**config.mk**
```make
export PLATFORM = sky130hd
export DESIGN_NAME = oli_cell
export DESIGN_NICKNAME = d
export VERILOG_FILES = /design/src/sv/oli_pkg.sv /design/src/sv/oli_cell.sv
export SDC_FILE = /design/constraint.sdc
export NUM_CORES = 1
export LEC_CHECK = 0
export BUFFER_PORTS_ARGS = -buffer_cell sky130_fd_sc_hd__buf_2
export CAP_MARGIN = 20
export CELL_PAD_IN_SITES_DETAIL_PLACEMENT = 0
export CELL_PAD_IN_SITES_GLOBAL_PLACEMENT = 2
export CORE_ASPECT_RATIO = 0.5
export CORE_MARGIN = 2
export CORE_UTILIZATION = 23
export DETAILED_ROUTE_END_ITERATION = 12
export MAX_ROUTING_LAYER = met4
export PLACE_DENSITY_LB_ADDON = 0.1
export RECOVER_POWER = 25
export SYNTH_ARGS = -nofsm -noshare
export SYNTH_HDL_FRONTEND = slang
export SYNTH_SLANG_ARGS = --single-unit
```
**constraint.sdc**
```tcl
create_clock -name clk_i -period 2.8 [get_ports clk_i]
set_clock_uncertainty 0.1 [all_clocks]
set_input_delay 0.56 -clock clk_i [delete_from_list [all_inputs] [get_ports clk_i]]
set_output_delay 0.56 -clock clk_i [all_outputs]
set_load 0.02 [all_outputs]
```
**src/sv/oli_pkg.sv**
```systemverilog
// ----------------------------------------------------------------------------
// oli_pkg: shared types and constants for the ordered list core
// Request/response field widths, mode and status codes, cell control.
// ----------------------------------------------------------------------------
package oli_pkg;

  localparam int unsigned ModeW   = 3;
  localparam int unsigned PosW    = 7;
  localparam int unsigned ValW    = 32;
  localparam int unsigned StatW   = 2;
  localparam int unsigned CountW  = 7;
  localparam int unsigned CapW    = 7;

  localparam int unsigned DefListDepth = 64;
  localparam logic [CapW-1:0] CapReset = CapW'(64);

  // Reported for front/back of an empty list
  localparam logic signed [ValW-1:0] EmptyVal = '1;

  typedef enum logic [ModeW-1:0] {
    MODE_APPEND     = 3'd0,
    MODE_INSERT     = 3'd1,
    MODE_REMOVE_AT  = 3'd2,
    MODE_POP_FRONT  = 3'd3,
    MODE_POP_BACK   = 3'd4,
    MODE_CLEAR      = 3'd5
  } mode_e;

  typedef enum logic [StatW-1:0] {
    STAT_OK        = 2'd0,
    STAT_OVERFLOW  = 2'd1,
    STAT_UNDERFLOW = 2'd2,
    STAT_INVALID   = 2'd3
  } status_e;

  typedef enum logic [1:0] {
    CELL_HOLD,
    CELL_INSERT,
    CELL_REMOVE
  } cell_op_e;

  typedef enum logic [1:0] {
    ST_IDLE,
    ST_SCAN,
    ST_DONE
  } ctrl_state_e;

  // Control broadcast to every cell of the row
  typedef struct packed {
    cell_op_e op;
    logic     tap_load;
    logic     tap_shift;
  } cell_ctrl_t;

endpackage

```
**src/sv/oli_cell.sv**
```systemverilog
// ----------------------------------------------------------------------------
// oli_cell: one storage cell of the list row
// Holds one entry; takes its left or right neighbor on insert/remove, and
// carries a tap register that shifts toward cell zero to read the back entry.
// ----------------------------------------------------------------------------
module oli_cell import oli_pkg::*; #(
  parameter int unsigned ListDepth = DefListDepth,
  parameter int unsigned Idx       = 0
) (
  input  logic                         clk_i,
  input  cell_ctrl_t                   ctrl_i,
  input  logic [$clog2(ListDepth)-1:0] pos_i,
  input  logic signed [ValW-1:0]       val_i,
  input  logic signed [ValW-1:0]       left_i,
  input  logic signed [ValW-1:0]       right_i,
  input  logic signed [ValW-1:0]       tap_right_i,
  output logic signed [ValW-1:0]       entry_o,
  output logic signed [ValW-1:0]       tap_o
);

  localparam int unsigned IdxW = $clog2(ListDepth);
  localparam logic [IdxW-1:0] MyIdx = IdxW'(Idx);

  logic signed [ValW-1:0] entry_q, entry_d;
  logic signed [ValW-1:0] tap_q, tap_d;

  // Entry update
  always_comb begin
    entry_d = entry_q;
    unique case (ctrl_i.op)
      CELL_INSERT: begin
        if (MyIdx > pos_i) begin
          entry_d = left_i;
        end else if (MyIdx == pos_i) begin
          entry_d = val_i;
        end
      end
      CELL_REMOVE: begin
        if (MyIdx >= pos_i) begin
          entry_d = right_i;
        end
      end
      default: entry_d = entry_q;
    endcase
  end

  // Tap chain: load from the updated entry, then shift down one per cycle
  always_comb begin
    tap_d = tap_q;
    if (ctrl_i.tap_load) begin
      tap_d = entry_d;
    end else if (ctrl_i.tap_shift) begin
      tap_d = tap_right_i;
    end
  end

  always_ff @(posedge clk_i) begin
    entry_q <= entry_d;
    tap_q   <= tap_d;
  end

  assign entry_o = entry_q;
  assign tap_o   = tap_q;

endmodule

```
# Word-level counts from Yosys, hierarchy flattened

Cells that the tools add are included.
Widths: inputs -> output; s select.

Bits in registers: 64
Output and inout bits: 64
Word-level logic and storage cells: 14
Bits of input ports: 139

Eq/ne operators: 2
Reduce and logical (&&, ||, !) cells: 2
Magnitude comparators: 2
Multiplexer cells: 6

Operator list:

| kind               | number |
|---|---|
| $mux 32            | 5 |
| $pmux 32 s2        | 1 |
| $ge 1x6->1 const A | 1 |
| $gt 1x6->1 const A | 1 |
| $logic_not 6->1    | 1 |
| $eq 2x1->1 const B | 1 |
| $eq 2x2->1 const B | 1 |
| $reduce_bool 2->1  | 1 |

# Logic depth before layout (Yosys ltp)

Gate-level depths: netlist of run 1.

Word-level depth: 5
Mapped depth: 7

# Worst setup path after synthesis of run 1

OpenSTA, ideal clock, no wires.

Path kind: input to register
From: in ctrl_i[2] (netlist name)
To: reg tap_q[10] (netlist: tap_o[10]) (data pin)
Data arrival time: 1821 ps
Setup time: 264 ps
Buffers on the path: 1
Stages: 6
Required time: 2436 ps
Path slack: 615 ps
Path through: inv_1 -> ha_1 -> or4_4 -> o21ai_1 -> clkbuf_2 -> o21ai_0

Longest elaborated chain between the ends: 3

RTL lines:

| item                                            | line           | text |
|---|---|---|
| start: declaration                              | oli_cell.sv:11 | `input cell_ctrl_t ctrl_i,` |
| $eq 2x2->1 / $eq 2x1->1 (equally long branches) | oli_cell.sv:30 | `unique case (ctrl_i.op)` |
| $pmux 32 s2 *                                   | oli_cell.sv:30 |  |
| $mux 32 *                                       | oli_cell.sv:50 | `if (ctrl_i.tap_load) begin` |
| via tap_d[10]                                   | oli_cell.sv:25 | `logic signed [ValW-1:0] tap_q, tap_d;` |
| end signal: assignment                          | oli_cell.sv:59 | `tap_q <= tap_d;` |
| end: declaration                                | oli_cell.sv:25 |  |

Mark *: on every way through the listed nets, which the timed path passes. The rest lies on a longest branch.
A chain may end at the register's enable or synchronous reset.

# Worst setup path in the final report of run 1

From: in ctrl_i[2] (netlist name)
To: reg entry_q[14] (netlist: entry_o[14])

Longest elaborated chain between the ends: 2

RTL lines:

| item                                            | line           | text |
|---|---|---|
| $eq 2x2->1 / $eq 2x1->1 (equally long branches) | oli_cell.sv:30 |  |
| $pmux 32 s2 *                                   | oli_cell.sv:30 |  |
| via entry_d[14]                                 | oli_cell.sv:24 | `logic signed [ValW-1:0] entry_q, entry_d;` |
| end signal: assignment                          | oli_cell.sv:58 | `entry_q <= entry_d;` |
| end: declaration                                | oli_cell.sv:24 |  |

Marks and branches as above.

==> impl_results.md, run 1 <==
- Most common cell after layout, fill and taps aside: buf_2
- Unrepaired setup endpoints after global routing: no
- Overflow after GRT: 0
- Sum of buffers and inverters on the critical path: 3
- Data required time at the worst endpoint: 2.97 ns
- Kind of cell with the highest combined delay on the critical path: compound AO/OA/AOI/OAI gates
- Pwr/cell area: 563 mW/mm^2
- Max Clock Freq: 456 MHz
- Final Hold Viols: 0
- Syn_nets: 413
- Cell types occupying the most area after synthesis: edfxtp_1 (32%), dfxtp_1 (21%), a32o_1 (10%)
- Period utilisation layout: about four fifths
- Clock transition time at the flip-flop clock pins of the worst setup and hold paths: 0.06 ns
- Slowest stage cell on the critical path: a21boi_4
- Tightest slew margin relative to the limit: 48.0%
- Via count of the first global-routing pass: 3,182
- Slowest cell delay on critical path: 0.66 ns
- Total length of routed wires: 11,400 microns
- Startpoint-to-endpoint class of the critical path: in2reg
- Antenna viol nets, final: 0
- Routability-driven placement congestion ratio: 0.727
- Final critical-path setup slack: 0.606 ns
- Total of flip-flops plus latches after synthesis: 64
- H-Tree Depth: 3
- Pin count of the biggest net entering global routing: 63
- Portion of synthesized cell area occupied by the leading cell type: 31.8%
- Final period demand of the worst path: approximately 2.2 ns
- Area added between synthesis and finish: 42.8%
- Launching element type of the critical path: input port
- Setup tns final: 0 ns
- Count of mapped cells out of synthesis: 272
- Post-CTS Hold Fix Bufs: 0
- Mean routed wirelength per cell: 18.8 microns
- Clk sinks: between 60 and 70
- Placement Cell Area: 0.00409 sq mm
- Largest area contributor in the synthesized netlist: edfxtp_1
- Maximum resistive drop on vdd: 0.238 mV
- Number of buffers between clock root and the deepest sink: 2
- Cell leakage power: ~1.7 nW
- Total vias in the final route: 3,079
- Avg Cell Area, Syn: 11.1 sq um
- Floorplan die height: 85.1 microns
- Post-CTS setup buffers: 0
- Cells traversed along the worst timing path: buf_2 -> inv_1 -> ha_1 -> or3_1 -> a21boi_4 -> buf_4 -> a32o_1
- Antenna diode instance count: 0
- Initial antenna violation count: 0
- Layout net count: 574
- WHS Path Cells: 1
- Detailed-placement wirelength estimate: 7680 microns
- Transition time at the pin with the least slew margin: 0.778 ns
- Post-synthesis sequential area ratio: 53.0%
- Root buffer cell: clkbuf_16
- Sequential cell area in the final layout: roughly 0.0016 sq mm
- Number of max-capacitance violations reported: 0
- Element type at the critical path end: flip-flop
- Crit path DAT: 2.36 ns
- First-pass DRT Iterations: 4
- Latest clock arrival within the worst-skew pair: ~0.33 ns
- Maximum fanout count along the critical path: 21
- Top-level I/O count: 203
- GRT Resource Usage Total: 16.7%
- Worst slack on hold paths: about 0.38 ns
- Die Outline Area: 0.0141 sq mm
- Most frequent cells in the layout: buf_2 (130), clkbuf_1 (41), dfxtp_1 (32), edfxtp_1 (32)
- Wire length of the first global-routing pass: 17,700 microns
- Starting utilization of the core area: around a quarter
- # rows: 29
- Post-route design area: 0.00432 sq mm
- Reg2Reg Depth: 1
- Worst Setup Slack post-DPL: 0.271 ns
- Area used by multi-input combinational logic: 0.00131 sq mm
- Pins over their slew limit: 0
- Final cell utilization of the core: 33.9%
- # fillers: ~1.4k
- Die X-Extent: 166 microns
- Drt via density: 5.06
- First DRT Iteration DRCs: 164
- Netlist area before placement: 0.00302 sq mm
- Outcome: finished clean
- DR DRC count: 0
- Worst min-delay path class: reg2reg
- Synthesis Warnings: 0
- Total CTS buffers: 9
- Cell depth of the worst setup path: 7
- Number of distinct library cells after synthesis: 25
- Number of buffer cells added on primary ports: 170
- Core Area: 0.0127 sq mm
- Setup Viol. Count Final: 0
- Resized Gates After CTS: 0
- Share of post-route cells with drive strength above 1: 37.9%
- CTS tree: built
==> path summary, 6_finish.rpt <==
path	end	slack (ns)	startpoint
max reg2reg	tap_o[30]$_DFFE_PP_	1.94	entry_o[30]$_DFF_P_
max	entry_o[14]$_DFF_P_	0.61	ctrl_i[2]
min	entry_o[30]$_DFF_P_	0.38	entry_o[30]$_DFF_P_
min reg2reg	entry_o[30]$_DFF_P_	0.38	entry_o[30]$_DFF_P_
==> cell families after synthesis <==
family | synth area share (%)
AO/OA/AOI/OAI | 34.9
AND/OR/NAND/NOR | 6.58
adder cells (fa/ha/maj) | 0.828
buffers and inverters | 4.76
flip-flops | 53.0
==> per-stage QoR <==
stage | power (mW) | cells
floorplan | 1.25 | 272
global placement | 1.43 | 592
detailed placement | 1.44 | 592
finish | 2.43 | 608
global route | 2.55 | 608
CTS | 2.48 | 608
==> state kept, by name, summed over array words and instances (netlist names) <==
name	flops
entry_o	32
tap_o	32
==> synthesized netlist by cell type <==
| master | instances |
|---|---|
| nor4b_2 | 1 |
| a22oi_1 | 1 |
| o21ai_0 | 31 |
| nand2_1 | 31 |
| nand2b_1 | 1 |
| edfxtp_1 | 32 |
| a21o_1 | 1 |
| nor3_1 | 2 |
| a21boi_1 | 1 |
| o41ai_1 | 1 |
| dfxtp_1 | 32 |
| buf_2 | 6 |
| o21ai_1 | 1 |
| or3_1 | 2 |
| or4_4 | 1 |
| clkbuf_2 | 1 |
| a32o_1 | 31 |
| ha_1 | 2 |
| a31o_2 | 1 |
| a32oi_1 | 31 |
| nor4_4 | 1 |
| clkbuf_1 | 26 |
| or2_2 | 1 |
| a22o_1 | 31 |
| inv_1 | 3 |
==> cell type report <==
class / instances / share of cell area (%)
sequential: 64 / 37.1
tap: 170 / 4.93
timing repair buffer: 183 / 21.1
multi-input combinational: 172 / 30.3
clock buffer: 10 / 5.30
inverter: 3 / 0.261
clock inverter: 6 / 1.04
==> routing by layer <==
metal	wire (microns)	track usage [%]
met1	5200	20.6
met5	0	-
met2	5430	27.2
met3	694	4.62
met4	74	4.19
==> power breakdown <==
| part | switching (mW) | total (mW) | internal (mW) | leakage, nW |
|---|---|---|---|---|
| Clock | 0.420 | 1.02 | 0.601 | 0.125 |
| Combinational | 0.233 | 0.369 | 0.136 | 1.01 |
| Sequential | 0.0122 | 1.04 | 1.03 | 0.605 |
| Total | 0.666 | 2.43 | 1.76 | 1.74 |
(Power assumes the default switching activity.)
==> run 2, diff against run 1 <==
--- a/config.mk
+++ b/config.mk
@@ -5,6 +5,7 @@
 export SDC_FILE = /design/constraint.sdc
 export NUM_CORES = 1
 export LEC_CHECK = 0
+export ABC_AREA = 1
 export BUFFER_PORTS_ARGS = -buffer_cell sky130_fd_sc_hd__buf_2
 export CAP_MARGIN = 20
 export CELL_PAD_IN_SITES_DETAIL_PLACEMENT = 0
==> constraint.sdc (replaced) <==
create_clock -name clk_i -period 2.15 [get_ports clk_i]
set_clock_uncertainty 0.1 [all_clocks]
set_input_delay 0.43 -clock clk_i [delete_from_list [all_inputs] [get_ports clk_i]]
set_output_delay 0.43 -clock clk_i [all_outputs]
set_load 0.02 [all_outputs]
==> run 2 against run 1 <==
- synthesized cell count up 47%
- critical endpoint is now tap_o[19]$_DFFE_PP_
- count of clock-buffer cells in the layout down 1
- global-route usage is 2.2 points lower
- non-clock buffer count grew 3
- via count fell by 0.52%
- die area increased by 14%
- worst setup slack worse by 0.30 ns
- worst hold slack lost 0.11 ns
==> impl_results.md, run 2 <==
- Share of post-route cells with drive strength above 1: 45.9% (+8.0 points)
- Unrepaired setup endpoints after global routing: no
- Placement Cell Area: 0.00450 sq mm (+10%)
- Critical Path Most Common Cell: nand2_1
- Sequential cell area in the final layout: 0.00160 sq mm (unchanged)
- Part of the power in combinational logic: 12.8% (-2.4 points)
- Total internal power: 2.64 mW (+50%)
- Startpoint-to-endpoint class of the critical path: in2reg
- # fillers: 1,641 (+21%)
- Final Non-Filler Cells: 774 (+27%)
- Final Hold Viols: 0 (unchanged)
- Clk sinks: 64 (unchanged)
- Final period demand of the worst path: 1.84 ns
- Max Clock Freq: between 500 and 600 MHz
- Pin count of the biggest net entering global routing: 34 (-46%)
- Count of mapped cells out of synthesis: 400 (+47%)
- Most common cell after layout, fill and taps aside: nand2_1
- Transition time at the pin with the least slew margin: 0.926 ns (+0.149 ns)
- Cells traversed along the worst timing path: clkbuf_1 -> inv_1 -> ha_1 -> nor2_1 -> nand2_4 -> buf_4 -> nand3_1 -> nand2_2 -> nand2_1 -> nand2_1
- Floorplan die height: 90.6 microns (+6.6%)
- Data required time at the worst endpoint: 2.13 ns (-0.84 ns)
- Pwr/cell area: 737 mW/mm^2 (+31%)
- Via count of the first global-routing pass: 3,172 (-0.31%)
- First-pass DRT Iterations: 4 (unchanged)
- Worst slack on hold paths: 0.271 ns (-0.112 ns)
- Initial antenna violation count: 1 (+1)
- Wire length of the first global-routing pass: 17,000 microns (-4.0%)
- Reg2Reg Depth: 4 (+3)
- Number of buffers between clock root and the deepest sink: 2 (unchanged)
- Post-route design area: 0.00476 sq mm (+10%)
- Total vias in the final route: 3,063 (-0.52%)
- Placed insts: 757 (+28%)
- Detailed-placement wirelength estimate: 8160 microns (+6.2%)
- Area used by multi-input combinational logic: 0.00152 sq mm (+17%)
- Area added between synthesis and finish: 37.8%
- Number of max-capacitance violations reported: 0 (unchanged)
- Total power after layout: 3.50 mW (+44%)
- FF-to-FF Start: entry_o[18]$_DFF_P_
- First DRT Iteration DRCs: 84 (-49%)
- Slowest cell delay on critical path: 0.37 ns (-0.29 ns)
- Overflow after GRT: 0 (unchanged)
- Drt via density: 3.96 (-22%)
- Period utilisation layout: 85.7%
- Cell with the most instances after synthesis: nand2_1
- Resized Gates After CTS: 0 (unchanged)
- Most frequent cells in the layout: nand2_1 (194), buf_2 (151), nand3_2 (38)
- Top FF cell, synth: edfxtp_1
- Core Area: 0.0146 sq mm (+15%)
- H-Tree Depth: 3 (unchanged)
- Total of flip-flops plus latches after synthesis: 64 (unchanged)
- CTS tree: built
- Endpoint of the worst register-to-register path: tap_o[18]$_DFFE_PP_
- Antenna viol nets, final: 0 (unchanged)
- Worst min-delay path class: in2reg
- Clk pwr share: 48.7% (+6.7 points)
- Clock transition time at the flip-flop clock pins of the worst setup and hold paths: 0.06 ns (about the same)
- Starting utilization of the core area: 23.7% (-0.056 points)
- Routability-driven placement congestion ratio: 0.685 (-5.7%)
- Total CTS buffers: 9 (unchanged)
- Post-CTS Hold Fix Bufs: 0 (unchanged)
- Largest area contributor in the synthesized netlist: edfxtp_1
- Maximum resistive drop on vdd: 0.312 mV (+31%)
- Top-level I/O count: 203 (unchanged)
- Post-synthesis sequential area ratio: 46.4% (-6.6 points)
- Fraction of power consumed by sequential logic: 38.5% (-4.3 points)
- Maximum fanout count along the critical path: 10 (-52%)
- WHS Path Cells: 3 (+2)
- Pins over their slew limit: 0 (unchanged)
- Number of distinct library cells after synthesis: 19 (-24%)
- Die X-Extent: 177 microns (+6.7%)
- Total length of routed wires: 11,100 microns (-2.6%)
- DR DRC count: 0 (unchanged)
- Crit path DAT: 1.83 ns (-0.53 ns)
- Latest clock arrival within the worst-skew pair: 0.33 ns (about the same)
- Net Switching: 0.867 mW (+30%)
- Post-CTS setup buffers: 0 (unchanged)
- Root buffer cell: clkbuf_16
- Layout net count: 711 (+24%)
- Setup tns final: 0 ns (unchanged)
- # rows: 31 (+6.9%)
- Element type at the critical path end: flip-flop
- Syn_nets: 541 (+31%)
- Endpoint of the worst hold-timing path: tap_o[8]$_DFFE_PP_
- Number of buffer cells added on primary ports: 170 (unchanged)
- Cell leakage power: 2.44 nW (+40%)
- Setup Viol. Count Final: 0 (unchanged)
- Ys async rst share: 0% (unchanged)
- Launching element type of the critical path: input port
- Portion of synthesized cell area occupied by the leading cell type: 27.8% (-4.0 points)
- Slowest stage cell on the critical path: nor2_1
- Netlist area before placement: 0.00345 sq mm (+14%)
- Tightest slew margin relative to the limit: 38.3% (-9.8 points)
- Mean routed wirelength per cell: 14.4 microns (-23%)
- List of most frequent post-synthesis cells: nand2_1 (194), nand3_2 (50), nand2_2 (34), dfxtp_1 (32), edfxtp_1 (32)
- Die Outline Area: 0.0161 sq mm (+14%)
- Synthesis Warnings: 0 (unchanged)
- Switching part of the total: 24.7% (-2.7 points)
- Worst setup slack for register-to-register paths: 1.24 ns (-0.70 ns)
- Cell types occupying the most area after synthesis: edfxtp_1 (28%), nand2_1 (21%), dfxtp_1 (19%)
- Number of flops mapped to enable cells by yosys: 32 (unchanged)
- Avg Cell Area, Syn: 8.63 sq um (-22%)
- Hold path start: tap_right_i[8]
- GRT Resource Usage Total: 14.5% (-2.2 points)
- Outcome: finished clean
run 2: power groups by stage:
| stage | clock [mW] | sequential, mW | combinational, mW |
|---|---|---|---|
| after floorplan | 0 | 1.45 | 0.196 |
| after global placement | 0 | 1.38 | 0.475 |
| after detailed placement | 0 | 1.38 | 0.472 |
| after CTS | 1.76 | 1.35 | 0.473 |
| after global routing | 1.81 | 1.36 | 0.499 |
| final | 1.71 | 1.35 | 0.448 |
run 2: metal layers:
metal  vias to the layer above  routed length [microns]  track usage [%]  share of wire, %
li1                       1611                        -                -                 -
met5                         -                        0                -                 0
met1                      1358                     5370             18.6                48
met4                         0                       57             2.87              0.51
met3                         6                      856             5.85               7.7
met2                        88                     4820             21.6                43
run 2: worst max path at each step:
stage	start	endpoint	slack [ns]	depth (start not counted)
6_report	ctrl_i[2]	tap_o[19]$_DFFE_PP_	0.31	10
4_1_cts	ctrl_i[1]	tap_o[22]$_DFFE_PP_	0.49	6
3_3_place_gp	ctrl_i[1]	tap_o[22]$_DFFE_PP_	0.15	6
5_1_grt	ctrl_i[2]	tap_o[19]$_DFFE_PP_	0.20	10
3_5_place_dp	ctrl_i[1]	tap_o[27]$_DFFE_PP_	0.13	6
2_1_floorplan	ctrl_i[2]	tap_o[11]$_DFFE_PP_	0.37	9
run 2: stage by stage:
step	worst slack [ns]	utilization, %
5_1_grt	0.200	32.6
3_5_place_dp	0.127	30.9
4_1_cts	0.486	33.2
2_1_floorplan	0.370	-
3_3_place_gp	0.154	30.9
6_report	0.307	32.6
run 2: area by class of cell:
cell class | count | area share, %
Multi-Input combinational cell | 299 | 32.0
Antenna cell | 1 | 0.0526
Clock inverter | 7 | 2.52
Clock buffer | 9 | 4.73
Sequential cell | 64 | 33.7
Timing Repair Buffer | 186 | 21.0
Tap cell | 198 | 5.21
Inverter | 10 | 0.815
run 2: kinds of logic after synthesis:
family	after synthesis	synth area share, %
adders and majority gates	2	0.725
and+or+nand+nor	297	45.4
DFF	64	46.4
buffers and inverters	37	7.54
run 2: worst max-delay path, delay by kind of cell:
| kind | cells | cell delay [ns] |
|---|---|---|
| simple gates | 6 | 0.72 |
| buf+inv | 3 | 0.35 |
| fa+ha+maj | 1 | 0.32 |
==> run 3, diff against run 2 <==
--- a/config.mk
+++ b/config.mk
@@ -7,7 +7,6 @@
 export LEC_CHECK = 0
 export ABC_AREA = 1
 export BUFFER_PORTS_ARGS = -buffer_cell sky130_fd_sc_hd__buf_2
-export CAP_MARGIN = 20
 export CELL_PAD_IN_SITES_DETAIL_PLACEMENT = 0
 export CELL_PAD_IN_SITES_GLOBAL_PLACEMENT = 2
 export CORE_ASPECT_RATIO = 0.5
==> constraint.sdc (replaced) <==
create_clock -name clk_i -period 2.15 [get_ports clk_i]
set_clock_uncertainty 0.1 [all_clocks]
set_input_delay 0.3225 -clock clk_i [delete_from_list [all_inputs] [get_ports clk_i]]
set_output_delay 0.3225 -clock clk_i [all_outputs]
set_load 0.02 [all_outputs]
==> run 3 against run 2 <==
- final area down 0.34%
- core utilization is 0.11 points lower
- worst setup slack better by 0.14 ns
- fmax rose by 8.4%
- via count up 0.95%
- critical path type unchanged
- clock power decreased by 7%
- cell count increased by 0.26%
- global-route usage increased by 0.093 points
- sequential share of layout area up 0.12 points
- non-clock buffer count rose by 2
- wire length grew 1.2%
==> impl_results.md, run 3 (same netlist as run 2, synthesis figures left out) <==
- Sequential cell area in the final layout: 0.00160 sq mm (unchanged)
- Latest clock arrival within the worst-skew pair: 0.33 ns (about the same)
- Maximum fanout count along the critical path: 10 (unchanged)
- # rows: 31 (unchanged)
- Clock transition time at the flip-flop clock pins of the worst setup and hold paths: 0.06 ns (about the same)
- Share of post-route cells with drive strength above 1: 45.1% (-0.85 points)
- Final cell utilization of the core: 32.5% (-0.11 points)
- Max Clock Freq: 588 MHz (+8.4%)
- Crit path DAT: 1.69 ns (-0.14 ns)
- H-Tree Depth: 3 (unchanged)
- Drt via density: 3.98 (+0.69%)
- Slowest stage cell on the critical path: nor2_1
- Area added between synthesis and finish: 37.3%
- Slowest cell delay on critical path: 0.35 ns (-0.02 ns)
- Number of buffer cells added on primary ports: 170 (unchanged)
- Pins over their slew limit: 0 (unchanged)
- Transition time at the pin with the least slew margin: 0.919 ns (-0.00696 ns)
- Wire length of the first global-routing pass: 17,100 microns (+0.65%)
- Antenna viol nets, final: 0 (unchanged)
- Final Hold Viols: 0 (unchanged)
- Final period demand of the worst path: 1.70 ns (-0.143 ns)
- Starting utilization of the core area: 23.7% (unchanged)
- Mean routed wirelength per cell: 14.5 microns (+0.98%)
- Cells traversed along the worst timing path: buf_2 -> inv_1 -> ha_1 -> nor2_1 -> nand2_4 -> buf_4 -> nand3_1 -> nand2_2 -> nand2_1 -> nand2_1
- Initial antenna violation count: 1 (unchanged)
- DR DRC count: 0 (unchanged)
- Net Switching: 0.878 mW (+1.3%)
- Area used by multi-input combinational logic: 0.00157 sq mm (+3.3%)
- Unrepaired setup endpoints after global routing: no
- Tightest slew margin relative to the limit: 38.7% (+0.46 points)
- Switching part of the total: 25.9% (+1.2 points)
- Part of the power in combinational logic: 13.1% (+0.3 points)
- Launching element type of the critical path: input port
- First DRT Iteration DRCs: 126 (+50%)
- Critical Path Most Common Cell: nand2_1
- Total internal power: 2.51 mW (-4.8%)
- GRT Resource Usage Total: 14.6% (+0.093 points)
- Total vias in the final route: 3,092 (+0.95%)
- Worst slack on hold paths: 0.159 ns (-0.111 ns)
- Total CTS buffers: 9 (unchanged)
- Pwr/cell area: 715 mW/mm^2 (-3.0%)
- Period utilisation layout: 79.0% (-6.7 points)
- Setup tns final: 0 ns (unchanged)
- Clk sinks: 64 (unchanged)
- # fillers: 1,665 (+1.5%)
- Post-CTS Hold Fix Bufs: 0 (unchanged)
- Detailed-placement wirelength estimate: 8290 microns (+1.6%)
- Floorplan die height: 90.6 microns (unchanged)
- Core Area: 0.0146 sq mm (unchanged)
- Most common cell after layout, fill and taps aside: nand2_1
- Cell leakage power: 2.37 nW (-2.8%)
- CTS tree: built
- Final Non-Filler Cells: 776 (+0.26%)
- Die Outline Area: 0.0161 sq mm (unchanged)
- Placed insts: 759 (+0.26%)
- Outcome: finished clean
- Worst min-delay path class: in2reg
- Data required time at the worst endpoint: 2.14 ns (about the same)
- Element type at the critical path end: flip-flop
- Pin count of the biggest net entering global routing: 34 (unchanged)
- Total power after layout: 3.39 mW (-3.3%)
- Worst setup slack for register-to-register paths: 1.23 ns (about the same)
- Clk pwr share: 47.0% (-1.7 points)
- Number of max-capacitance violations reported: 0 (unchanged)
- Root buffer cell: clkbuf_16
- Most frequent cells in the layout: nand2_1 (194), buf_2 (135), nand3_2 (48)
- Die X-Extent: 177 microns (unchanged)
- Top-level I/O count: 203 (unchanged)
- Setup Viol. Count Final: 0 (unchanged)
- Post-CTS setup buffers: 0 (unchanged)
- Via count of the first global-routing pass: 3,076 (-3.0%)
- Resized Gates After CTS: 0 (unchanged)
- Total length of routed wires: 11,200 microns (+1.2%)
- Startpoint-to-endpoint class of the critical path: in2reg
- Overflow after GRT: 0 (unchanged)
- Fraction of power consumed by sequential logic: 39.9% (+1.4 points)
- Number of buffers between clock root and the deepest sink: 2 (unchanged)
- Maximum resistive drop on vdd: 0.300 mV (-3.7%)
- Layout net count: 713 (+0.28%)
- Routability-driven placement congestion ratio: 0.686 (+0.16%)
- First-pass DRT Iterations: 4 (unchanged)
run 3: cell types whose count changed in the layout (fill, tap and decap cells not counted), sizes merged:
cell	change
clkinv	+2
clkbuf	+16
bufinv	-1
clkinvlp	-1
buf	-14
run 3: critical path: cells and delay by family:
| family | cells | cell delay, ns |
|---|---|---|
| adders and majority gates | 1 | 0.32 |
| buffers and inverters | 3 | 0.34 |
| and+or+nand+nor | 6 | 0.70 |
run 3: final timing paths:
kind / to / start / cells after the start
setup / recovery: tap_o[19]$_DFFE_PP_ / ctrl_i[2] / 10
hold / removal: tap_o[2]$_DFFE_PP_ / tap_right_i[2] / 3
setup reg to reg: tap_o[14]$_DFFE_PP_ / entry_o[14]$_DFF_P_ / 4
hold reg to reg: entry_o[4]$_DFF_P_ / entry_o[4]$_DFF_P_ / 2
run 3: final cells by class:
class                   count  share of cell area, %
flip-flops and latches     64                   33.8
multi-input cells         299                   33.2
repair buffers            188                   20.1
well taps                 198                   5.23
clock buffers               9                   4.75
clock inverters             7                   2.03
inverters                  10                  0.818
diodes                      1                 0.0528
run 3: through the flow:
| stage | instance area [sq um] | setup slack (ns) |
|---|---|---|
| finish | 4740 | 0.451 |
| global route | 4740 | 0.284 |
| CTS | 4800 | 0.598 |
| detailed placement | 4480 | 0.254 |
| global placement | 4480 | 0.257 |
| floorplan | 3450 | 0.477 |
run 3: per-layer routing:
metal | vias up | wire length (microns) | global-route usage (%)
met3 | 6 | 898 | 5.56
met2 | 95 | 4860 | 21.2
met4 | 0 | 65 | 2.66
met1 | 1371 | 5420 | 19.4
li1 | 1620 | - | -
met5 | - | 0 | -
run 3: power by group through the flow:
stage / logic, mW / registers (mW) / clock network, mW
detailed placement: 0.463 / 1.38 / 0
global placement: 0.464 / 1.38 / 0
global route: 0.493 / 1.36 / 1.70
floorplan: 0.196 / 1.45 / 0
finish: 0.442 / 1.35 / 1.59
CTS: 0.464 / 1.35 / 1.63
