===== src/sv/oli_pkg.sv =====
// ----------------------------------------------------------------------------
// oli_pkg: shared types and constants for the ordered list core
// Request/response field widths, mode and status codes, cell control.
// ----------------------------------------------------------------------------
package oli_pkg;

  localparam int unsigned ModeW   = 3;
  localparam int unsigned PosW    = 7;
  localparam int unsigned ValW    = 32;
  localparam int unsigned StatW   = 2;
  localparam int unsigned CountW  = 7;
  localparam int unsigned CapW    = 7;

  localparam int unsigned DefListDepth = 64;
  localparam logic [CapW-1:0] CapReset = CapW'(64);

  // Reported for front/back of an empty list
  localparam logic signed [ValW-1:0] EmptyVal = '1;

  typedef enum logic [ModeW-1:0] {
    MODE_APPEND     = 3'd0,
    MODE_INSERT     = 3'd1,
    MODE_REMOVE_AT  = 3'd2,
    MODE_POP_FRONT  = 3'd3,
    MODE_POP_BACK   = 3'd4,
    MODE_CLEAR      = 3'd5
  } mode_e;

  typedef enum logic [StatW-1:0] {
    STAT_OK        = 2'd0,
    STAT_OVERFLOW  = 2'd1,
    STAT_UNDERFLOW = 2'd2,
    STAT_INVALID   = 2'd3
  } status_e;

  typedef enum logic [1:0] {
    CELL_HOLD,
    CELL_INSERT,
    CELL_REMOVE
  } cell_op_e;

  typedef enum logic [1:0] {
    ST_IDLE,
    ST_SCAN,
    ST_DONE
  } ctrl_state_e;

  // Control broadcast to every cell of the row
  typedef struct packed {
    cell_op_e op;
    logic     tap_load;
    logic     tap_shift;
  } cell_ctrl_t;

endpackage


===== src/sv/oli_if.sv =====
// ----------------------------------------------------------------------------
// oli_if: request and response channels of the ordered list core
// Valid/ready handshake; an item moves when both are high at a clock edge.
// ----------------------------------------------------------------------------
interface oli_req_if import oli_pkg::*; ();
  logic                   valid;
  logic                   ready;
  logic [ModeW-1:0]       mode;
  logic [PosW-1:0]        position;
  logic signed [ValW-1:0] item_value;

  modport source (output valid, mode, position, item_value, input ready);
  modport sink   (input valid, mode, position, item_value, output ready);
endinterface

interface oli_rsp_if import oli_pkg::*; ();
  logic                   valid;
  logic                   ready;
  logic [StatW-1:0]       status;
  logic [CountW-1:0]      item_count;
  logic signed [ValW-1:0] front_value;
  logic signed [ValW-1:0] back_value;

  modport source (output valid, status, item_count, front_value, back_value, input ready);
  modport sink   (input valid, status, item_count, front_value, back_value, output ready);
endinterface


===== src/sv/oli_ctrl.sv =====
// ----------------------------------------------------------------------------
// oli_ctrl: request decode, fill count and sequencing of the cell row
// Checks each request, drives the row for its update, then walks the
// tap chain to fetch the back entry and registers the response.
// ----------------------------------------------------------------------------
module oli_ctrl import oli_pkg::*; #(
  parameter int unsigned ListDepth = DefListDepth
) (
  input  logic                         clk_i,
  input  logic                         rst_ni,
  input  logic                         cfg_we_i,
  input  logic [CapW-1:0]              cfg_wdata_i,
  oli_req_if.sink                      req,
  oli_rsp_if.source                    rsp,
  output cell_ctrl_t                   cell_ctrl_o,
  output logic [$clog2(ListDepth)-1:0] cell_pos_o,
  output logic signed [ValW-1:0]       cell_val_o,
  input  logic signed [ValW-1:0]       front_i,
  input  logic signed [ValW-1:0]       back_tap_i
);

  localparam int unsigned IdxW  = $clog2(ListDepth);
  localparam int unsigned CntW  = $clog2(ListDepth + 1);
  localparam int unsigned CmpW  = (CntW > CapW) ? CntW : CapW;
  localparam logic [CmpW-1:0] DepthC = CmpW'(ListDepth);

  ctrl_state_e state_q, state_d;
  logic [CntW-1:0]   count_q, count_d;
  logic [CapW-1:0]   cap_q;
  logic [IdxW-1:0]   scan_q, scan_d;
  logic [StatW-1:0]  stat_q, stat_d;
  logic              out_valid_q, out_valid_d;
  logic [StatW-1:0]  out_stat_q;
  logic [CountW-1:0] out_count_q;
  logic signed [ValW-1:0] out_front_q, out_back_q;
  logic              out_load;

  logic [CmpW-1:0] cap_eff, count_ext, pos_ext;
  logic            full, accept;

  // Effective capacity: zero acts as one, clamp at the row length
  always_comb begin
    cap_eff = CmpW'(cap_q);
    if (cap_q == '0) begin
      cap_eff = CmpW'(1);
    end else if (cap_eff > DepthC) begin
      cap_eff = DepthC;
    end
  end

  assign count_ext = CmpW'(count_q);
  assign pos_ext   = CmpW'(req.position);
  assign full      = count_ext >= cap_eff;
  assign accept    = req.valid && req.ready;
  assign req.ready = (state_q == ST_IDLE);
  assign cell_val_o = req.item_value;

  // Next state, row control and status
  always_comb begin
    state_d     = state_q;
    count_d     = count_q;
    scan_d      = scan_q;
    stat_d      = stat_q;
    out_load    = 1'b0;
    cell_ctrl_o = '{op: CELL_HOLD, tap_load: 1'b0, tap_shift: 1'b0};
    cell_pos_o  = IdxW'(pos_ext);
    unique case (state_q)
      ST_IDLE: begin
        if (accept) begin
          stat_d = STAT_OK;
          unique case (req.mode)
            MODE_APPEND: begin
              if (full) begin
                stat_d = STAT_OVERFLOW;
              end else begin
                cell_ctrl_o.op = CELL_INSERT;
                cell_pos_o     = IdxW'(count_ext);
                count_d        = count_q + CntW'(1);
              end
            end
            MODE_INSERT: begin
              if (full) begin
                stat_d = STAT_OVERFLOW;
              end else if (pos_ext > count_ext) begin
                stat_d = STAT_INVALID;
              end else begin
                cell_ctrl_o.op = CELL_INSERT;
                count_d        = count_q + CntW'(1);
              end
            end
            MODE_REMOVE_AT: begin
              if (count_q == '0) begin
                stat_d = STAT_UNDERFLOW;
              end else if (pos_ext >= count_ext) begin
                stat_d = STAT_INVALID;
              end else begin
                cell_ctrl_o.op = CELL_REMOVE;
                count_d        = count_q - CntW'(1);
              end
            end
            MODE_POP_FRONT: begin
              if (count_q != '0) begin
                cell_ctrl_o.op = CELL_REMOVE;
                cell_pos_o     = '0;
                count_d        = count_q - CntW'(1);
              end
            end
            MODE_POP_BACK: begin
              if (count_q != '0) begin
                count_d = count_q - CntW'(1);
              end
            end
            MODE_CLEAR: count_d = '0;
            default:    stat_d  = STAT_INVALID;
          endcase
          // Load taps with the updated entries; back sits count-1 cells up
          cell_ctrl_o.tap_load = 1'b1;
          scan_d  = (count_d == '0) ? '0 : IdxW'(count_d - CntW'(1));
          state_d = ST_SCAN;
        end
      end
      ST_SCAN: begin
        if (scan_q == '0) begin
          state_d = ST_DONE;
        end else begin
          cell_ctrl_o.tap_shift = 1'b1;
          scan_d = scan_q - IdxW'(1);
        end
      end
      ST_DONE: begin
        if (!out_valid_q || rsp.ready) begin
          out_load = 1'b1;
          state_d  = ST_IDLE;
        end
      end
      default: state_d = ST_IDLE;
    endcase
  end

  // Output register valid
  always_comb begin
    out_valid_d = out_valid_q;
    if (out_load) begin
      out_valid_d = 1'b1;
    end else if (rsp.ready) begin
      out_valid_d = 1'b0;
    end
  end

  always_ff @(posedge clk_i or negedge rst_ni) begin
    if (!rst_ni) begin
      state_q     <= ST_IDLE;
      count_q     <= '0;
      cap_q       <= CapReset;
      scan_q      <= '0;
      out_valid_q <= 1'b0;
    end else begin
      state_q     <= state_d;
      count_q     <= count_d;
      scan_q      <= scan_d;
      out_valid_q <= out_valid_d;
      if (cfg_we_i) begin
        cap_q <= cfg_wdata_i;
      end
    end
  end

  // Response payload
  always_ff @(posedge clk_i) begin
    stat_q <= stat_d;
    if (out_load) begin
      out_stat_q  <= stat_q;
      out_count_q <= CountW'(count_ext);
      out_front_q <= (count_q == '0) ? EmptyVal : front_i;
      out_back_q  <= (count_q == '0) ? EmptyVal : back_tap_i;
    end
  end

  assign rsp.valid       = out_valid_q;
  assign rsp.status      = out_stat_q;
  assign rsp.item_count  = out_count_q;
  assign rsp.front_value = out_front_q;
  assign rsp.back_value  = out_back_q;

  // Fill count never exceeds the row
  a_count_bound: assert property (@(posedge clk_i) disable iff (!rst_ni)
    count_ext <= DepthC)
    else $error("fill count beyond row length");

  // Clear empties the list
  a_clear: assert property (@(posedge clk_i) disable iff (!rst_ni)
    (accept && req.mode == MODE_CLEAR) |=> (count_q == '0))
    else $error("clear left entries");

  // Sequencer leaves idle only on an accepted item
  a_idle_hold: assert property (@(posedge clk_i) disable iff (!rst_ni)
    (state_q == ST_IDLE && !accept) |=> (state_q == ST_IDLE))
    else $error("sequencer left idle without an item");

  // A new response only comes from the done step
  a_rsp_src: assert property (@(posedge clk_i) disable iff (!rst_ni)
    $rose(out_valid_q) |-> $past(state_q == ST_DONE))
    else $error("response raised outside done step");

endmodule


===== src/flat_wrapper.sv =====
// flat-port wrapper written by rule: the top's interface ports become plain ports
module oli_ctrl_flat import oli_pkg::*;
#(
  parameter int unsigned ListDepth = DefListDepth
)
  (clk_i, rst_ni, cfg_we_i, cfg_wdata_i, cell_ctrl_o, cell_pos_o, cell_val_o, front_i, back_tap_i, req_valid, req_mode, req_position, req_item_value, req_ready, rsp_valid, rsp_status, rsp_item_count, rsp_front_value, rsp_back_value, rsp_ready);
  oli_req_if req_i ();
  oli_rsp_if rsp_i ();
  input  logic clk_i;
  input  logic rst_ni;
  input  logic cfg_we_i;
  input  logic [CapW-1:0] cfg_wdata_i;
  output cell_ctrl_t cell_ctrl_o;
  output logic [$clog2(ListDepth)-1:0] cell_pos_o;
  output logic signed [ValW-1:0] cell_val_o;
  input  logic signed [ValW-1:0] front_i;
  input  logic signed [ValW-1:0] back_tap_i;
  input wire logic [$bits(req_i.valid)-1:0] req_valid;
  input wire logic [$bits(req_i.mode)-1:0] req_mode;
  input wire logic [$bits(req_i.position)-1:0] req_position;
  input wire logic [$bits(req_i.item_value)-1:0] req_item_value;
  output wire logic [$bits(req_i.ready)-1:0] req_ready;
  output wire logic [$bits(rsp_i.valid)-1:0] rsp_valid;
  output wire logic [$bits(rsp_i.status)-1:0] rsp_status;
  output wire logic [$bits(rsp_i.item_count)-1:0] rsp_item_count;
  output wire logic [$bits(rsp_i.front_value)-1:0] rsp_front_value;
  output wire logic [$bits(rsp_i.back_value)-1:0] rsp_back_value;
  input wire logic [$bits(rsp_i.ready)-1:0] rsp_ready;
  assign req_i.valid = req_valid;
  assign req_i.mode = req_mode;
  assign req_i.position = req_position;
  assign req_i.item_value = req_item_value;
  assign req_ready = req_i.ready;
  assign rsp_valid = rsp_i.valid;
  assign rsp_status = rsp_i.status;
  assign rsp_item_count = rsp_i.item_count;
  assign rsp_front_value = rsp_i.front_value;
  assign rsp_back_value = rsp_i.back_value;
  assign rsp_i.ready = rsp_ready;
  oli_ctrl #(.ListDepth(ListDepth)) u_core (.clk_i(clk_i), .rst_ni(rst_ni), .cfg_we_i(cfg_we_i), .cfg_wdata_i(cfg_wdata_i), .req(req_i), .rsp(rsp_i), .cell_ctrl_o(cell_ctrl_o), .cell_pos_o(cell_pos_o), .cell_val_o(cell_val_o), .front_i(front_i), .back_tap_i(back_tap_i));
endmodule

===== config.mk =====
export PLATFORM = sky130hd
export DESIGN_NAME = oli_ctrl_flat
export DESIGN_NICKNAME = d
export VERILOG_FILES = /design/src/sv/oli_pkg.sv /design/src/sv/oli_if.sv /design/src/sv/oli_ctrl.sv /design/src/flat_wrapper.sv
export SDC_FILE = /design/constraint.sdc
export NUM_CORES = 1
export LEC_CHECK = 0
export ABC_AREA = 1
export ABC_CLOCK_PERIOD_IN_PS = 4350
export BUFFER_PORTS_ARGS = -buffer_cell sky130_fd_sc_hd__buf_4
export CORE_UTILIZATION = 40
export CTS_CLUSTER_DIAMETER = 100
export DETAILED_ROUTE_END_ITERATION = 10
export PLACE_DENSITY_LB_ADDON = 0.15
export SLEW_MARGIN = 0
export SYNTH_ARGS = -nofsm -noshare
export SYNTH_HDL_FRONTEND = slang
export SYNTH_SLANG_ARGS = --single-unit

===== constraint.sdc =====
create_clock -name clk_i -period 4.35 [get_ports clk_i]
set_input_delay 0.2175 -clock clk_i [delete_from_list [all_inputs] [get_ports clk_i]]
set_output_delay 0.2175 -clock clk_i [all_outputs]
set_load 0.01 [all_outputs]

# [After elaboration in Yosys (flattened, before gate mapping)]
# Index checks and enable logic that the tools add are counted.
[op_classes] reduce_logical=17 div_mod_pow=0 multipliers=0 bitwise=0 addsub=4 n_mux=45 shifts=0 eq_ne=11 order_cmp=4
[ops] op="$mux W7" n=10
[ops] op="$mux W6" n=7
[ops] op="$pmux W7 S5" n=1
[ops] op="$pmux W6 S2" n=2
[ops] op="$mux W2" n=11
[ops] op="$logic_not A7 Y1" n=3
[ops] op="$pmux W2 S4" n=2
[ops] op="$ge A7 B7 Y1" n=2
[ops] op="$sub A6 B1 Y6 const B" n=2
[ops] op="$mux W1" n=9
[ops] op="$add A7 B1 Y7 const B" n=1
[ops] op="$gt A7 B7 Y1" n=1
[ops] op="$gt A7 B7 Y1 const B" n=1
[ops] op="$reduce_bool A7 Y1" n=1
[ops] op="$sub A7 B1 Y7 const B" n=1
[ops] op="$eq A3 B2 Y1 const B" n=2
[ops] op="$eq A3 B3 Y1 const B" n=2
[ops] op="$logic_not A6 Y1" n=1
[ops] op="$mux W3" n=2
[ops] op="$pmux W2 S3" n=1
[ops] op="$reduce_and A3 Y1" n=2
[ops] op="$ne A2 B1 Y1 const B" n=2
[ops] op="$ne A2 B2 Y1 const B" n=2
[ops] op="$reduce_bool A2 Y1" n=2
[ops] op="other kinds (11)" n=11
[totals] output_inout_bits=117 regBits=98 latchBits=0 mem_bits_ro=0 inputBits=118 word_cells=91 memories=0 ram_bits=0

# [Longest topological paths before layout]
# Gate-level depths: netlist of run 1.
[depth] ltp_word=12 ltp_mapped=25 ltp_nobuf=25

# [Worst setup path before layout of run 1]
# Ideal clock, no wire load.
[synth_timing] path_type="reg-to-reg" from="reg u_core.out_valid_q (netlist: u_core.rsp.valid)" to="reg u_core.out_back_q[0] (netlist: u_core.rsp.back_value[0]) (enable)" period_less_slack_ps=4114 required_ps=3843 arrival_time_ps=3608 path_stages_with_launch=4 path_buffers=0 setup_slack_ps=236 setup_time_ps=507 path_cell_list="dfrtp_1 -> inv_1 -> nor2_1 -> nor2_1"
[synth_between] elab_chain_cells=4
[synth_rtl] item="start: declaration" line_no="oli_ctrl.sv:32" text="logic out_valid_q, out_valid_d;"
[synth_rtl] item="start signal: assignment" line_no="oli_ctrl.sv:161" text="out_valid_q <= out_valid_d;"
[synth_rtl] item="$logic_not A1 Y1" line_no="oli_ctrl.sv:131" text="if (!out_valid_q || rsp.ready) begin"
[synth_rtl] item="$logic_or A1 B1 Y1" line_no="oli_ctrl.sv:131"
[synth_rtl] item="$mux W1" line_no="oli_ctrl.sv:131"
[synth_rtl] item="$mux W1" line_no="oli_ctrl.sv:67" text="unique case (state_q)"
[synth_rtl] item="named net u_core.out_load" line_no="oli_ctrl.sv:36" text="logic out_load;"
[synth_rtl] item="end signal: assignment" line_no="oli_ctrl.sv:175" text="out_back_q <= (count_q == '0) ? EmptyVal : back_tap_i;"
[synth_rtl] item="end: declaration" line_no="oli_ctrl.sv:35" text="logic signed [ValW-1:0] out_front_q, out_back_q;"
# The timed path passes the listed nets, and every way through them passes these cells.
# A chain may end at the register's enable or synchronous reset.

# [Worst setup path in the final report of run 1]
[layout_timing] from="reg u_core.cap_q[3]" to="out cell_pos_o[2]"
[layout_between] elab_chain_cells=8 elab_cells_between_ends=9 cone_classes="2 x order compare; 6 x mux; 1 x reduce/logical"
[layout_rtl] item="start: declaration" line_no="oli_ctrl.sv:29" text="logic [CapW-1:0] cap_q;"
[layout_rtl] item="start signal: assignment" line_no="oli_ctrl.sv:154" text="cap_q <= CapReset;"
[layout_rtl] item="start signal: assignment" line_no="oli_ctrl.sv:163" text="cap_q <= cfg_wdata_i;"
[layout_rtl] item="$gt A7 B7 Y1" line_no="oli_ctrl.sv:46" text="end else if (cap_eff > DepthC) begin"
[layout_rtl] item="$mux W7" line_no="oli_ctrl.sv:46"
[layout_rtl] item="$mux W7 (*)" line_no="oli_ctrl.sv:44" text="if (cap_q == '0) begin"
[layout_rtl] item="$ge A7 B7 Y1 (*)" line_no="oli_ctrl.sv:53" text="assign full = count_ext >= cap_eff;"
[layout_rtl] item="$mux W6 (*)" line_no="oli_ctrl.sv:73" text="if (full) begin"
[layout_rtl] item="$pmux W6 S2 (*)" line_no="oli_ctrl.sv:71" text="unique case (req.mode)"
[layout_rtl] item="$mux W6 (*)" line_no="oli_ctrl.sv:69" text="if (accept) begin"
[layout_rtl] item="$mux W6 (*)" line_no="oli_ctrl.sv:67"
[layout_rtl] item="end: declaration" line_no="flat_wrapper.sv:14" text="output logic [$clog2(ListDepth)-1:0] cell_pos_o;"
# Every way passes the cells marked *; elsewhere a longest branch is shown, timed or not.

==> run metrics, run 1 <==
Netlist cell types 45; Switching Power 1.46 mW; top_reg_cell synth edfxtp_1; top-level port count 235; RSZ-0062 raised after global routing false; WP data required 4.13 ns; CP arrival 3.40 ns; R2R Setup Slk 1.13 ns; starting density of the core 40.9%; Worst R2R End u_core.scan_q[0]; Num CTS Buffers 9; Min-Delay Path Class in -> reg; CP Launch Type flop; Register-to-Register Path Depth 21; pin count of the biggest net entering global routing 74; initial antenna violation count 0; Area Overhead vs Synth 28.3%; clk_skew 0.0119 ns; All-Layer GR Usage 18.4%; # port buffers 170; M2 GR Usage 29.6%; mapped cell area 5410 µm²; worst skew pair latency 0.35 ns; min-delay src rsp_ready; Final Hold Violating Endpoints 0; fmax 277 MHz; hold path cells 2; Max Root-Sink Buffers 2; Net Count, Synth 678; die area 14,000 µm²; Vias per Instance 4.83; Final Max Tran Viols 0; met1 global-route usage 22.7%; Rows 42; critical path class reg -> out; Syn. warnings 0; Critical R2R Launch u_core.cap_q[3]; TritonCTS clock tree yes; Mean Syn Cell Area 10.0 µm²; initial DRC count 244; Post-synth EDFFs 75; total congestion overflow 0; TNS Setup 0 ns; global-route wire length before repair 20,000 µm; H-tree depth 3; Pleak 3.14 nW; synthesis-stage register bit count 98; Crit. End Element primary output; hold path endpoint u_core.rsp.valid; final net count 820; Critical Path Fanout Max 8; Layout fillers 1,225; Final ANT Viol Nets 0; Synth Instances 540; total power draw 3.75 mW; core footprint 13,200 µm²; Seq/Total Area, Yosys 52.3%; CTS root buffer clkbuf_16; Most Used Layer, Global Route met2; CTS Sinks 98; outcome complete, no violations; Finished Layout Cells 863; # Max-Cap Violations 0; Max rail drop VDD 0.344 mV; ANT cells 0; Comb pwr share 45.2%; number of global-route vias before repair 4,010; hpwl dp 9560 µm; PwrDens 540 nW/µm²; register share of total power 34.3%; Routed WL per cell 14.7 µm; Routed WL 12,700 µm; Final Setup Violations 0; share of post-route cells with drive strength above 1 44.8%; crit path from u_core.cap_q[3]; clk slew on worst S/H paths 0.07 ns; asr flop ratio synth 23.5%; RePlAce Congestion 0.861; GR Util met3 4.58%; crit path time final 3.61 ns; # resized after CTS 0; Die H 118 µm; Final period util 83.1%; drc violations 0; Slew @ Worst Pin 0.935 ns; internal power 2.29 mW; die width 118 µm; via count 4,169; Clk network pwr share 20.5%; Relative slew margins 37.7%; switching portion of total power 38.9%; DRT Pass-1 Iters 4; Setup Fix Bufs, Post-CTS 0; Inst Count DP 846
-- power groups by stage --
| stage | clock network [mW] | logic (mW) | registers (mW) |
|---|---|---|---|
| 4_1_cts | 0.789 | 1.71 | 1.29 |
| 3_3_place_gp | 0 | 1.67 | 1.30 |
| 3_5_place_dp | 0 | 1.71 | 1.30 |
| 2_1_floorplan | 0 | 1.36 | 1.27 |
| 6_report | 0.769 | 1.70 | 1.29 |
| 5_1_grt | 0.821 | 1.92 | 1.30 |
-- critical path: stages (launching register included) --
cell and delay [ns]:
dfrtp_1 0.40, nor4_1 0.34, nand3_1 0.15, nand2_1 0.11, nand2_1 0.07, ha_1 0.26
nand2_1 0.08, inv_1 0.07, a21oi_4 0.19, nand2_4 0.12, nand2_1 0.11, o21ai_0 0.09
a211oi_1 0.72, o22ai_1 0.16, buf_4 0.20
-- cells by family (layout without fill, tap and decap cells) --
kind of cell,count (synthesis),after routing,share of synthesized area [%]
AOI/OAI and AO/OA,44,44,5.55
adders and majority gates,20,20,4.63
DFF,98,98,52.3
muxes,4,4,0.833
buffers and inverters,103,250,9.53
and+or+nand+nor,264,264,26.0
xor gates and xnor gates,7,7,1.13
-- routing by layer --
metal	wire, µm	vias to the layer above	share of wire [%]
met5	0	-	0
met4	397	0	3.1
met3	924	40	7.3
met2	6040	155	48
met1	5310	1941	42
li1	-	2033	-
-- cells in the final DEF (no fill, tap or decap), types with 4 or more instances in the layout --
cell and instances:
xor2_1 5, nand4_1 6, nand3_1 30, ha_1 20
o22ai_1 6, o21ai_0 14, or2_2 65, nand2_4 6
clkbuf_16 9, nor3_1 4, nor2_1 29, nand2_1 93
nor2_4 9, inv_2 8, dfrtp_1 22, edfxtp_1 75
mux2_2 4, buf_4 173, a21oi_1 9, inv_1 51
nand2_2 12
-- repair_timing --
| item | CTS | global route |
|---|---|---|
| hold endpoints to repair | 22 | 0 |
| hold buffers | 1 | 0 |
| endpoints found under the setup margin | 0 | 0 |
-- cells in the mapped netlist, types with 2 or more instances --
library cell | number | area [µm²]
clkbuf_1 | 9 | 33.8
a21oi_2 | 2 | 17.5
a22oi_1 | 3 | 22.5
edfxtp_1 | 75 | 2250
dfrtp_1 | 22 | 551
nor2_1 | 30 | 113
nor2_2 | 3 | 18.8
xnor2_1 | 2 | 17.5
buf_4 | 32 | 240
a21oi_1 | 9 | 45.0
nor3_1 | 4 | 20.0
xor2_1 | 5 | 43.8
inv_2 | 8 | 30.0
inv_1 | 51 | 191
nand2_1 | 93 | 349
ha_1 | 20 | 250
or2_2 | 65 | 407
nor2_4 | 8 | 90.1
o21ai_0 | 14 | 70.1
o22ai_1 | 6 | 37.5
nand2_2 | 12 | 75.1
mux2_2 | 4 | 45.0
nand4_1 | 6 | 37.5
nand3_1 | 30 | 150
a21oi_4 | 2 | 32.5
nand2_4 | 6 | 67.6
-- sequential cells by signal, summed over array words and instances, names as in the netlist --
register	flops
u_core.cap_q	7
u_core.count_ext	7
u_core.rsp.back_value	32
u_core.rsp.front_value	32
u_core.rsp.item_count	7
u_core.rsp.status	2
u_core.rsp.valid	1
u_core.scan_q	6
u_core.stat_q	2
u_core.state_q	2
-- area by class of cell --
type	count	area, µm²	share of cell area [%]
clock buffer	10	239	3.44
clock inverter	6	47.5	0.685
inverter	60	225	3.24
multi-input combinational	339	2070	29.9
sequential	98	2830	40.7
tap	176	220	3.17
timing repair buffer	174	1310	18.9
-- metrics by stage --
step	util (%)	area, µm²	hold slack (ns)	setup WS (ns)
after global placement	50.2	6650	0.128	1.34
after CTS	52.4	6940	0.0681	0.744
after global routing	52.4	6940	0.0921	0.501
final	52.4	6940	0.0794	0.737
after floorplan	-	5410	-0.0781	0.236
after detailed placement	50.2	6650	0.131	1.14
-- worst max path at each step --
stage,endpoint
CTS,cell_pos_o[4]
finish,cell_pos_o[2]
detailed placement,cell_pos_o[2]
global placement,u_core.scan_q[4]
global route,cell_pos_o[4]
floorplan,u_core.rsp.back_value[0]
Note: power is estimated with default switching activity, not from simulation.
==> run 2: changes to the inputs <==
Settings changed: ABC_CLOCK_PERIOD_IN_PS 4350 to 3280.
Clock period 4.35 ns to 3.28 ns, I/O delays scaled along.
==> run 2 against run 1 <==
- core utilization up 1.4 points
- sequential power up 27%
- combinational power up 46%
- clock-buffer cell count up 1
- non-clock buffer count up 14
- critical path type is now reg -> reg
- via count down 0.12%
- critical endpoint is now u_core.scan_q[5]
- worst setup slack worse by 0.61 ns
==> run metrics, run 2 (same netlist as run 1, synthesis figures left out) <==
WP data required 3.52 ns (-0.61 ns); Final Cell Area 7130 µm² (+2.7%); Die H 118 µm (unchanged); RePlAce Congestion 0.960 (+11%); crit path time final 3.15 ns; DRT Pass-1 Iters 4 (unchanged); starting density of the core 40.9% (unchanged); Final Hold Violating Endpoints 0 (unchanged); Max rail drop VDD 0.446 mV (+30%); Routed WL 13,100 µm (+3.7%); final net count 834 (+1.7%); H-tree depth 3 (unchanged); outcome complete, no violations; ANT cells 0 (unchanged); top-level port count 235 (unchanged); initial antenna violation count 0 (unchanged); TritonCTS clock tree yes; Final ANT Viol Nets 0 (unchanged); PwrDens 743 nW/µm² (+37%); Finished Layout Cells 877 (+1.6%); Final Max Tran Viols 0 (unchanged); CP arrival 3.39 ns (about the same); Crit. End Element flop; # Max-Cap Violations 0 (unchanged); Pleak 3.25 nW (+3.4%); Layout fillers 1,205 (-1.6%); core footprint 13,200 µm² (unchanged); die area 14,000 µm² (unchanged); Post-Place Setup Slack 0.162 ns (-0.979 ns); Min-Delay Path Class in -> reg; Inst Count DP 855 (+1.1%); Num CTS Buffers 9 (unchanged); CTS Sinks 98 (unchanged); via count 4,164 (-0.12%); Area Overhead vs Synth 31.8%; CTS root buffer clkbuf_16; hpwl dp 9960 µm (+4.2%); Vias per Instance 4.75 (-1.7%); placed cell areas 6710 µm² (+1.0%); drc violations 0 (unchanged); most frequent cells in the layout 187 x buf_4, 88 x nand2_1, 75 x edfxtp_1; most common cell after layout, fill and taps aside buf_4; share of post-route cells with drive strength above 1 47.1% (+2.2 points); die width 118 µm (unchanged); Rows 42 (unchanged); clk slew on worst S/H paths 0.07 ns (about the same); Routed WL per cell 15.0 µm (+2.1%); Relative slew margins 38.2% (+0.51 points); All-Layer GR Usage 19.2% (+0.74 points); critical path class reg -> reg; number of global-route vias before repair 4,060 (+1.2%); setup ws final 0.129 ns (-0.607 ns); CP Launch Type flop; Max Root-Sink Buffers 2 (unchanged); Slew @ Worst Pin 0.927 ns (-0.00762 ns); fmax 317 MHz; Hold WS 0.0266 ns (-0.0527 ns); Final Setup Violations 0 (unchanged); Critical Path Fanout Max 8 (unchanged); initial DRC count 351 (+44%); total congestion overflow 0 (unchanged); worst skew pair latency 0.35 ns (about the same); Final period util 96.1%; # port buffers 170 (unchanged); global-route wire length before repair 20,800 µm (+3.9%); total power draw 5.29 mW (+41%); pin count of the biggest net entering global routing 74 (unchanged); clk_skew 0.00753 ns (-0.00440 ns)
## run 2: cell types whose count changed in the layout (fill, tap and decap cells not counted), moves of 2 or more
| cell | before | now |
|---|---|---|
| buf_4 | 173 | 187 |
| bufinv_16 | 0 | 2 |
| nand2_1 | 93 | 88 |
| nand2_2 | 12 | 15 |
| nand2_4 | 6 | 8 |
## run 2: stage by stage
step	util, %	setup TNS, ns
finish	53.8	0
global route	53.8	-0.166
CTS	53.3	0
detailed placement	50.7	0
global placement	50.7	0
floorplan	-	0
## run 2: area by class of cell
type / instances / area (µm²) / share of cell area [%]
clock buffer: 11 / 243 / 3.41
tap: 176 / 220 / 3.09
clock inverter: 5 / 85.1 / 1.19
inverter: 60 / 225 / 3.16
multi-input combinational: 339 / 2110 / 29.6
timing repair buffer: 188 / 1410 / 19.8
sequential: 98 / 2830 / 39.7
## run 2: worst paths after layout
path	from	to	slack, ns	depth (start not counted)
min in group asynchronous	rst_ni	u_core.scan_q[5]	0.25	2
min reg2reg	u_core.stat_q[1]	u_core.rsp.status[1]	0.42	0
max reg2reg	u_core.cap_q[4]	u_core.scan_q[5]	0.13	22
max	u_core.cap_q[4]	u_core.scan_q[5]	0.13	22
min	rsp_ready	u_core.rsp.valid	0.03	2
max in group asynchronous	rst_ni	u_core.cap_q[6]	2.75	2
## run 2: repair_timing
| action | CTS | global route |
|---|---|---|
| endpoints found under the setup margin | 0 | 9 |
| setup buffers | 0 | 5 |
| hold buffers | 1 | 0 |
| endpoints found under the hold margin | 23 | 0 |
| resized for setup | 0 | 12 |
## run 2: power by group
group          total [mW]  switching, mW  leakage, nW  internal (mW)
registers            1.64         0.0662        0.955           1.58
clock network        1.16          0.466        0.157          0.695
logic                2.49           1.47         2.14           1.02
## run 2: layer usage
layer  up-vias  track usage, %  routed length (µm)
met3        27            4.78                 785
met1      1926            23.7                5590
li1       2062               -                   -
met2       149            31.9                6510
met4         0            8.01                 255
met5         -               0                   0
## run 2: worst max-delay path, cell delays in order, from the launching register on
cell and delay [ns]:
dfrtp_1 0.41, nor4_2 0.31, nand3_1 0.13, nand2_1 0.10, nand2_1 0.07, ha_1 0.29
nand2_2 0.08, inv_1 0.06, a21oi_4 0.17, nand2_4 0.13, inv_2 0.07, nand2_2 0.06
nand2_4 0.09, nand4_1 0.15, o31ai_4 0.14, ha_2 0.27, nand2_2 0.07, nor2_4 0.10
nand2_4 0.07, nand2_2 0.06, nor2_1 0.05, nor2_1 0.10, nor2_1 0.05
==> run 3: changes to the inputs <==
Settings changed: CTS_BUF_LIST from default to sky130_fd_sc_hd__clkbuf_2 sky130_fd_sc_hd__clkbuf_4 sky130_fd_sc_hd__clkbuf_8.
==> run 3 against run 2 <==
- sequential power barely moved
- clock power is 23% lower
- total power decreased by 5.0%
- largest power group unchanged
- critical endpoint is now u_core.scan_q[4]
- core utilization is 0.43 points lower
==> run metrics, run 3 (same netlist as run 1, synthesis figures left out) <==
Die H 118 µm (unchanged); met2 WL 6470 µm (-0.52%); Relative slew margins 38.1% (-0.14 points); global-route wire length before repair 20,800 µm (+0.13%); CTS Sinks 98 (unchanged); clk slew on worst S/H paths 0.10 ns (+0.03 ns); Final Max Tran Viols 0 (unchanged); Num CTS Buffers 9 (unchanged); Metal-1 WL 5420 µm (-3.1%); core footprint 13,200 µm² (unchanged); Routed WL per cell 14.9 µm (-0.79%); Worst R2R End u_core.scan_q[4]; RePlAce Congestion 0.960 (unchanged); crit path time final 3.16 ns (+0.00625 ns); PwrDens 712 nW/µm² (-4.2%); Max Root-Sink Buffers 2 (unchanged); Pleak 3.22 nW (-0.80%); top-level port count 235 (unchanged); TNS Setup 0 ns (unchanged); Min-Delay Path Class in -> reg; All-Layer GR Usage 19.2% (-0.021 points); DRT Pass-1 Iters 5 (+1); Critical Path Fanout Max 8 (unchanged); crit path to u_core.scan_q[4]; Crit. End Element flop; R2R Setup Slk 0.12 ns (about the same); # Max-Cap Violations 0 (unchanged); pin count of the biggest net entering global routing 74 (unchanged); drc violations 0 (unchanged); fmax 317 MHz (-0.20%); Hold WS 0.0235 ns (-0.00315 ns); die width 118 µm (unchanged); CP arrival 3.42 ns (+0.03 ns); Vias per Instance 4.73 (-0.48%); hpwl dp 9960 µm (unchanged); Storage cell area 2830 µm² (unchanged); top routing layer in use met4; starting density of the core 40.9% (unchanged); CTS root buffer clkbuf_8; Max rail drop VDD 0.445 mV (-0.14%); Finished Core Util 53.4% (-0.43 points); final net count 838 (+0.48%); initial antenna violation count 0 (unchanged); # port buffers 170 (unchanged); die area 14,000 µm² (unchanged); Slew @ Worst Pin 0.929 ns (+0.00206 ns); Routed WL 13,100 µm (-0.33%); Final Setup Violations 0 (unchanged); Final ANT Viol Nets 0 (unchanged); H-tree depth 3 (unchanged); crit path from u_core.cap_q[4]; total congestion overflow 0 (unchanged); Area Overhead vs Synth 30.7%; TritonCTS clock tree yes; clk_skew 0.0115 ns (+0.00395 ns); worst skew pair latency 0.37 ns (+0.02 ns); critical path class reg -> reg; area of the multi-input gates 2110 µm² (unchanged); ANT cells 0 (unchanged); initial DRC count 357 (+1.7%); hold path cells 2 (unchanged); Register-to-Register Path Depth 22 (unchanged); share of post-route cells with drive strength above 1 47.0% (-0.13 points); CP Launch Type flop; number of global-route vias before repair 4,082 (+0.54%); via count 4,163 (-0.024%); total power draw 5.03 mW (-5.0%); most common cell after layout, fill and taps aside buf_4; Layout fillers 1,217 (+1.0%); Critical R2R Launch u_core.cap_q[4]; Met3 Wirelength 931 µm (+19%); WP data required 3.54 ns (+0.02 ns); Rows 42 (unchanged); Final Hold Violating Endpoints 0 (unchanged); outcome complete, no violations; most frequent cells in the layout 187 x buf_4, 88 x nand2_1, 75 x edfxtp_1; Final period util 96.2% (+0.19 points)
run 3: cell types whose count changed in the layout (fill, tap and decap cells not counted), sizes merged:
cell,delta
dlygate4sd3,+4
run 3: worst min path at each step:
stage / start / to / slack [ns]
2_1_floorplan: rst_ni / u_core.cap_q[0] / -0.13
3_3_place_gp: rst_ni / u_core.scan_q[3] / 0.09
3_5_place_dp: rst_ni / u_core.scan_q[5] / 0.09
4_1_cts: cfg_wdata_i[0] / u_core.cap_q[0] / 0.003
5_1_grt: cfg_wdata_i[4] / u_core.cap_q[4] / 0.006
6_report: cfg_wdata_i[4] / u_core.cap_q[4] / 0.02
run 3: worst max-delay path, cell delays in order, from the launching register on:
cell and delay [ns]:
dfrtp_1 0.42, nor4_2 0.31, nand3_1 0.13, nand2_1 0.10, nand2_1 0.07, ha_1 0.29, nand2_2 0.08, inv_1 0.06
a21oi_4 0.17, nand2_4 0.13, inv_2 0.07, nand2_2 0.06, nand2_4 0.09, nand4_1 0.14, o31ai_4 0.14, ha_2 0.27
nand2_2 0.07, nor2_4 0.10, nand2_4 0.07, nand3_1 0.08, nand2_1 0.06, nand2_1 0.06, nand2_1 0.05
run 3: report_power, final:
group,switching [mW],total (mW),internal (mW),leakage (nW)
clock,0.432,0.897,0.465,0.114
combinational,1.47,2.49,1.02,2.15
sequential,0.0674,1.64,1.58,0.955
total,1.97,5.03,3.07,3.22
run 3: routing by layer:
layer / up-vias / GRT usage [%]
li1: 2069 / -
met1: 1896 / 23.7
met2: 168 / 31.9
met3: 30 / 5.07
met4: 0 / 7.29
met5: - / 0
run 3: stage by stage:
stage	cell area, µm²	std cells	setup WS [ns]
finish	7070	881	0.123
CTS	6980	875	0.142
floorplan	5410	540	0.434
detailed placement	6710	855	0.162
global placement	6710	855	0.296
global route	7070	881	-0.0789
run 3: layout make-up:
type / instances / area share (%)
inverters: 60 / 3.19
multi-input cells: 339 / 29.9
repair buffers: 192 / 20.6
flip-flops and latches: 98 / 40.0
clock buffers: 11 / 2.05
well taps: 176 / 3.11
clock inverters: 5 / 1.20
run 3: timing repair:
item,CTS,global route
setup endpoints to repair,0,12
resized for setup,0,12
hold endpoints to repair,27,1
hold buffers,4,1
buffers inserted,0,5
